**src/rtl/core/lfq_pkg.sv**
```systemverilog
// Shared constants and types for the linked FIFO with per-thread free lists.
`timescale 1ns / 1ps

package lfq_pkg;

  localparam int POOL_NODES_DEF = 1024;
  localparam int THREADS_DEF    = 8;
  localparam int DATA_WIDTH_DEF = 32;

  localparam logic MODE_ENQ = 1'b0;
  localparam logic MODE_DEQ = 1'b1;

  typedef enum logic {
    ST_IDLE,
    ST_EXEC
  } state_t;

  // free list update for one thread
  typedef struct packed {
    logic pop;
    logic push;
  } fl_cmd_t;

endpackage

```
**src/rtl/core/lfq_free_lists.sv**
```systemverilog
// Per-thread free list heads and sizes.
`timescale 1ns / 1ps

module lfq_free_lists #(
  parameter int POOL_NODES = lfq_pkg::POOL_NODES_DEF,
  parameter int THREADS    = lfq_pkg::THREADS_DEF,
  localparam int PW = $clog2(POOL_NODES + 1),
  localparam int TW = (THREADS > 1) ? $clog2(THREADS) : 1
) (
  input  logic             clk,
  input  logic             rst_n,
  input  logic [TW-1:0]    rd_tid,
  output logic [PW-1:0]    rd_head,
  output logic [PW-1:0]    rd_size,
  input  lfq_pkg::fl_cmd_t cmd,
  input  logic [TW-1:0]    cmd_tid,
  input  logic [PW-1:0]    cmd_head
);

  logic [PW-1:0] head_r [THREADS];
  logic [PW-1:0] size_r [THREADS];

  always_ff @(posedge clk) begin
    if (!rst_n) begin
      for (int t = 0; t < THREADS; t++) begin
        head_r[t] <= PW'(POOL_NODES);
        size_r[t] <= '0;
      end
    end else if (cmd.pop) begin
      head_r[cmd_tid] <= cmd_head;
      size_r[cmd_tid] <= size_r[cmd_tid] - PW'(1);
    end else if (cmd.push) begin
      head_r[cmd_tid] <= cmd_head;
      size_r[cmd_tid] <= size_r[cmd_tid] + PW'(1);
    end
  end

  assign rd_head = head_r[rd_tid];
  assign rd_size = size_r[rd_tid];

endmodule
```
**config.mk**
```make
export PLATFORM = sky130hd
export DESIGN_NAME = lfq_free_lists
export DESIGN_NICKNAME = d
export VERILOG_FILES = /design/src/rtl/core/lfq_pkg.sv /design/src/rtl/core/lfq_free_lists.sv
export SDC_FILE = /design/constraint.sdc
export NUM_CORES = 1
export LEC_CHECK = 0
export ABC_CLOCK_PERIOD_IN_PS = 5600
export BUFFER_PORTS_ARGS = -buffer_cell sky130_fd_sc_hd__buf_2
export CORE_AREA = 2 2 159 161
export CTS_BUF_LIST = sky130_fd_sc_hd__clkbuf_8
export DETAILED_ROUTE_END_ITERATION = 12
export DIE_AREA = 0 0 161 163
export PLACE_DENSITY = 0.62
export SETUP_SLACK_MARGIN = 0.3
export SYNTH_ARGS = -nofsm -noshare
export SYNTH_HDL_FRONTEND = slang
export SYNTH_SLANG_ARGS = --single-unit
export TNS_END_PERCENT = 20
```
**constraint.sdc**
```tcl
create_clock -name clk -period 5.6 [get_ports clk]
set_input_delay 0.56 -clock clk [delete_from_list [all_inputs] [get_ports clk]]
set_output_delay 0.56 -clock clk [all_outputs]
set_load 0.05 [all_outputs]
```
==> results of run 1 <==
registers in the layout, indices dropped and copies added, names as in the netlist:
register	cells
head_r	88
size_r	88
final timing paths:
path                start            end  slack (ps)  cells after the start
max            cmd_tid[1]   size_r[0][8]        1640                     11
min          cmd_head[10]  head_r[1][10]         440                      2
max reg2reg  size_r[5][0]   size_r[2][6]        2370                     10
min reg2reg  size_r[6][0]   size_r[4][0]        1110                      3
layout make-up:
| class | count | area [sq um] | share of cell area (%) |
|---|---|---|---|
| Inverter | 7 | 26.3 | 0.266 |
| Clock inverter | 15 | 138 | 1.39 |
| Antenna cell | 2 | 5.00 | 0.0506 |
| Timing Repair Buffer | 67 | 398 | 4.02 |
| Clock buffer | 17 | 234 | 2.37 |
| Tap cell | 330 | 413 | 4.17 |
| Multi-Input combinational cell | 400 | 3390 | 34.3 |
| Sequential cell | 176 | 5290 | 53.4 |
power by group through the flow:
stage / Clock [mW] / Combinational [mW] / Sequential [mW]
2_1_floorplan: 0 / 0.412 / 1.58
3_5_place_dp: 0 / 0.560 / 1.59
5_1_grt: 0.900 / 0.600 / 1.57
4_1_cts: 0.852 / 0.562 / 1.56
3_3_place_gp: 0 / 0.550 / 1.59
6_report: 0.842 / 0.562 / 1.56
synth_stat cells (all sizes together), types with 8 or more instances:
cell type  count  share of area (%)
nand2         29                1.2
nor3b          8               0.67
a21oi         11               0.62
nor2          98                4.1
edfxtp       176                 59
ha             9                1.3
clkbuf        38                1.6
and3          81                5.7
o21ai         11               0.66
buf           13               0.76
mux2          29                3.7
mux4          51                 13
mux2i         14                1.6
stage by stage:
stage	utilization, %	hold slack (ps)	setup slack, ps	cells	power (mW)
floorplan	-	738	1910	634	1.99
global placement	38.6	907	1320	980	2.14
detailed placement	38.6	911	1200	980	2.16
CTS	40.1	409	1690	1012	2.98
global route	40.1	425	1320	1013	3.07
finish	40.1	439	1640	1014	2.97
cell families (layout without fill, tap and decap cells):
| kind of cell | after synthesis | count (layout) |
|---|---|---|
| AND/OR/NAND/NOR | 241 | 241 |
| flip-flops | 176 | 176 |
| multiplexers | 94 | 94 |
| buffers and inverters | 58 | 106 |
| AO/OA/AOI/OAI | 47 | 47 |
| adder cells (fa/ha/maj) | 10 | 10 |
| XOR/XNOR | 8 | 8 |
| other | 0 | 2 |
per-layer routing:
metal / vias to the layer above / track usage, % / routed length, um
met4: 0 / 5.93 / 532
li1: 2501 / - / -
met2: 233 / 31.3 / 11700
met1: 2918 / 22.5 / 9260
met5: - / 0 / 0
met3: 37 / 4.15 / 1580
==> run_results.csv, run 1 <==
group,metric,value,unit
final_layout,final_cell_mix,"edfxtp_1, nor2_1, and3_1, mux4_2, buf_2",
synthesis,syn_nets,665,
power_and_ir_drop,power_frac_seq,52.7,%
timing,tns,0,ps
power_and_ir_drop,ir_drop,123,uV
clocking,clock_sinks,176,
final_layout,final_common_cell,"edfxtp_1",
synthesis,ys_warn_count,0,
power_and_ir_drop,cellLeakagePower,3.79,nW
power_and_ir_drop,p_sw_share,29.7,%
global_route,grt.overflow.total,0,
floorplan,die_area,26200,sq um
worst_setup_path,cp.arrival,4160,ps
synthesis,ys_types,49,
floorplan,fp.dieW,161,um
final_layout,final_layout_size_suffix_gt1_share,27.4,%
power_and_ir_drop,p_clk_share,28.4,%
timing,finalWorstPathRequiredPeriod,3960,ps
clocking,cts_buffers,17,
worst_setup_path,crit_type,"input pin to register",
timing,fin_crit_sh,70.8,%
clocking,cts_tree,"yes",
detailed_routing,ant_nets,0,
place,dpl_cell_area,9510,sq um
worst_setup_path,setup.worst_path.start_class,"input pin",
detailed_routing,num_vias,5689,
global_route,grt_max_degree,45,
timing,worst_pin_slew,1060,ps
detailed_routing,totalWireLength,23000,um
synthesis,syn_area,8910,sq um
detailed_routing,vias_per_cell,5.61,
worst_setup_path,critPathBufInv,3,
synthesis,synth_fa_ha_area_share,1.49,%
power_and_ir_drop,share_comb_of_total_power,18.9,%
synthesis,yosys.area_share.simple,13.4,%
flow_run,cap_violations,0,
timing,fmax,252,MHz
final_layout,fin_area,9890,sq um
worst_setup_path,crit_required,5800,ps
global_route,grtUsageTotal,18.1,%
synthesis,synth-compound-area-share,3.89,%
timing,finalSetupViolCount,0,
place,gp_congestion,0.881,
synthesis,synth_mux_area_share,18.1,%
worst_setup_path,crit_path_cell_trace,"buf_2, clkinv_1, mux4_2, inv_1, fa_1, nor2b_1, o31a_1, o21a_1, o211ai_1, a21oi_1, nor3b_1",
global_route,grt_pass1_vias,5903,
synthesis,ys_ff_latch,176,
worst_setup_path,critPathMaxFanout,27,
power_and_ir_drop,powerDensity,300,nW/um^2
clocking,clk_pin_slew_worst_paths,100,ps
global_route,grt_pass1_wl,35100,um
timing,worst_slew_margin_rel,29.6,%
floorplan,fp-row-count,58,
worst_setup_path,endpoint_kind,"register",
clocking,clk_latency,470,ps
clocking,clockBufferDepth,2,
place,dp_hpwl,14400,um
synthesis,yosysSeqAreaShare,59.3,%
worst_setup_path,crit_family,"buffers and inverters",
floorplan,num_io_pins,43,
hold_path,hold_class,"input pin to register",
detailed_routing,drt_iter0_drc,610,
timing,slew_viol_final,0,
detailed_routing,drc,0,
detailed_routing,first_pass_iters,5,
synthesis,synth_top_family_by_area,"multiplexers",
final_layout,syn_to_final_growth,11.0,%
final_layout,fill_cells,2303,
synthesis,synth_cells,634,
worst_setup_path,worst_path_max_delay_cell,"mux4_2",
timing,rsz0062_at_grt,"false",
clocking,cts_setup_buffers,0,
synthesis,syn_area_per_cell,14.1,sq um
clocking,cts_root_buf,"clkbuf_8",
final_layout,nNetsFinal,700,
clocking,htreeDepth,4,
floorplan,core,24700,sq um
power_and_ir_drop,p_int,2.09,mW
timing,finalHoldViolations,0,
synthesis,yosys.area_share.xor_xnor,1.12,%
worst_setup_path,critPathMaxStageDelay,650,ps
global_route,antenna_found_initial,2,
clocking,hold_buffers,0,
floorplan,fp.dieH,163,um
power_and_ir_drop,netSwitchingPower,882,uW
run_status,status,"finished clean",
floorplan,initial_core_util,36.1,%
timing,fin_skew,11.6,ps
clocking,cts_resized,0,
synthesis,synth-edff-count,176,
detailed_routing,avgRoutedWirePerCell,22.7,um
synthesis,synth-main-ff-cell,"edfxtp_1",
place,numPortBuffers,42,
synthesis,synthArstFlopShare,0,%
Note: power is estimated with default switching activity, not from simulation.
==> run 2, diff against run 1 <==
Settings changed: ABC_AREA from default to 1, ABC_CLOCK_PERIOD_IN_PS 5600 to 3320, CORE_AREA 2 2 159 161 to 2 2 158 160, DIE_AREA 0 0 161 163 to 0 0 160 162, PLACE_DENSITY 0.62 to 0.64.
Clock period 5.6 ns to 3.32 ns, I/O delays scaled along.
==> run 2 against run 1 <==
Net effect: critical path depth grew 3; register-to-register slack lost 1800 ps; sequential power rose by 69%; wire length increased by 15%; die area down 1.2%; combinational power increased by 70%; final area increased by 0.37%; worst hold slack lost 170 ps; synthesized area decreased by 1.2%; critical path type unchanged.
==> run_results.csv, run 2 <==
group,metric,value,unit
run_status,status,"finished clean",
global_route,antenna_found_initial,0,
power_and_ir_drop,powerDensity,501,nW/um^2
clocking,htreeDepth,4,
timing,fin_skew,13.3,ps
floorplan,num_io_pins,43,
detailed_routing,first_pass_iters,5,
detailed_routing,drt_iter0_drc,858,
power_and_ir_drop,p_sw_share,30.9,%
synthesis,netlist_top_cells_area,"edfxtp_1, nor2_1, o21ai_0",
synthesis,syn_nets,969,
hold_path,hold_class,"input pin to register",
place,dpl_cell_area,9570,sq um
final_layout,top_regs,"head_r x88, size_r x88",
clocking,cts_root_buf,"clkbuf_8",
timing,tns,0,ps
final_layout,fin_area,9930,sq um
timing,worst_slew_margin_rel,45.0,%
power_and_ir_drop,power_frac_seq,53.0,%
worst_setup_path,critPathBufInv,3,
worst_setup_path,crit_type,"input pin to register",
global_route,grt_pass1_vias,6958,
worst_setup_path,worst_path_max_delay_cell,"a221oi_1",
synthesis,ys_warn_count,0,
clocking,cts_resized,0,
clocking,cts_tree,"yes",
clocking,hold_buffers,0,
clocking,cts_buffers,17,
worst_setup_path,cp.arrival,3000,ps
detailed_routing,num_vias,7158,
timing,finalHoldViolations,0,
clocking,clockBufferDepth,2,
final_layout,syn_to_final_growth,12.8,%
timing,worst_pin_slew,824,ps
worst_setup_path,endpoint_kind,"register",
flow_run,cap_violations,0,
floorplan,die_area,25900,sq um
synthesis,synth_top_cell_by_area,"edfxtp_1",
clocking,clock_sinks,176,
synthesis,yosys-top-cells-count,"nor2_1, edfxtp_1, nand2_1",
detailed_routing,vias_per_cell,5.42,
worst_setup_path,critPathMaxStageDelay,410,ps
timing,finalSetupViolCount,0,
synthesis,ys_ff_latch,176,
synthesis,synthArstFlopShare,0,%
worst_setup_path,worst_path_most_repeated_cell,"nor2_1",
synthesis,synth_cells,938,
power_and_ir_drop,netSwitchingPower,1.54,mW
synthesis,synth.top_cell.area_share,60.0,%
floorplan,fp.dieH,162,um
worst_setup_path,setup.worst_path.start_class,"input pin",
final_layout,final_common_cell,"nor2_1",
floorplan,core,24100,sq um
power_and_ir_drop,ir_drop,260,uV
synthesis,synth_most_common_cell,"nor2_1",
clocking,clk_latency,470,ps
floorplan,fp-row-count,57,
timing,rsz0062_at_grt,"false",
global_route,grt_pass1_wl,40800,um
detailed_routing,drc,0,
place,numPortBuffers,42,
timing,fin_crit_sh,84.1,%
timing,fmax,358,MHz
final_layout,final_layout_size_suffix_gt1_share,12.0,%
global_route,grtUsageTotal,20.9,%
worst_setup_path,critPathMaxFanout,9,
detailed_routing,avgRoutedWirePerCell,20.0,um
synthesis,synth-edff-count,176,
final_layout,nNetsFinal,1015,
detailed_routing,ant_nets,0,
synthesis,ys_types,41,
place,gp_congestion,0.985,
timing,whs,271,ps
global_route,grt.overflow.total,0,
final_layout,num_antenna_cells,0,
power_and_ir_drop,p_int,3.44,mW
worst_setup_path,crit_required,3530,ps
power_and_ir_drop,p_clk_share,27.8,%
power_and_ir_drop,cellLeakagePower,3.84,nW
synthesis,syn_area,8800,sq um
global_route,grt_max_degree,89,
floorplan,fp.dieW,160,um
timing,slew_viol_final,0,
synthesis,yosysSeqAreaShare,60.0,%
worst_setup_path,crit_path_cell_trace,"buf_2, clkinv_4, nand2_1, clkinv_1, a221oi_1, nand2_1, ha_1, nand2_1, o21ai_1, nor2_1, nor2_1, nor2_1, xor2_2, nor2_1",
detailed_routing,totalWireLength,26400,um
power_and_ir_drop,share_comb_of_total_power,19.2,%
timing,finalWorstPathRequiredPeriod,2790,ps
place,dp_hpwl,16700,um
final_layout,final_cell_mix,"nor2_1, edfxtp_1, nand2_1, o21ai_0, inv_1",
clocking,cts_setup_buffers,0,
worst_setup_path,crit_family,"simple AND/OR/NAND/NOR gates",
floorplan,initial_core_util,36.5,%
clocking,clk_pin_slew_worst_paths,100,ps
synthesis,syn_area_per_cell,9.39,sq um
synthesis,synth-main-ff-cell,"edfxtp_1",
-- run 2: stage by stage --
step	cells	power [mW]	util [%]	worst slack, ps
6_report	1321	4.97	41.2	528
3_5_place_dp	1289	3.63	39.7	119
2_1_floorplan	938	3.31	-	543
4_1_cts	1321	4.98	41.2	601
5_1_grt	1321	5.17	41.2	312
3_3_place_gp	1289	3.62	39.7	205
-- run 2: power groups by stage --
stage	Clock (mW)	Combinational [mW]	Sequential [mW]
2_1_floorplan	0	0.640	2.67
3_3_place_gp	0	0.938	2.68
3_5_place_dp	0	0.943	2.69
4_1_cts	1.40	0.948	2.63
5_1_grt	1.48	1.04	2.65
6_report	1.38	0.953	2.64
-- run 2: routing by layer --
metal / track usage, % / wire (um) / up-vias
li1: - / - / 3298
met1: 28.0 / 11100 / 3440
met2: 34.3 / 12400 / 354
met3: 3.12 / 2100 / 66
met4: 8.39 / 847 / 0
met5: 0 / 0 / -
-- run 2: cell families (layout without fill, tap and decap cells) --
kind of cell               count (synthesis)  in the layout  synth area share, %
AOI/OAI and AO/OA                        202            202                 13.3
xor gates and xnor gates                   6              6                0.981
adders and majority gates                 10             10                 1.51
buffers and inverters                    131            190                 5.87
DFF                                      176            176                 60.0
and+or+nand+nor                          413            413                 18.3
-- run 2: worst reg2reg max path, delay by kind of cell, from the launching register on --
family / cells / cell delay [ps]
adders and majority gates: 1 / 390
xor gates and xnor gates: 1 / 360
DFF: 1 / 370
AOI/OAI and AO/OA: 4 / 620
buffers and inverters: 1 / 110
and+or+nand+nor: 5 / 610
-- run 2: cell type report --
type                            count  area, sq um
Fill cell                        2432        14200
Clock buffer                       17          234
Multi-Input combinational cell    631         3000
Tap cell                          324          405
Inverter                           79          304
Timing Repair Buffer               79          576
Sequential cell                   176         5290
Clock inverter                     15          121
-- run 2: path summary, 6_finish.rpt --
check,start,to,slack [ps],cells past startpoint
max reg2reg,size_r[1][3],size_r[5][8],600,12
min,cmd_head[10],head_r[2][10],270,3
min reg2reg,size_r[7][0],size_r[1][0],1030,7
max,cmd_tid[0],size_r[5][8],530,14
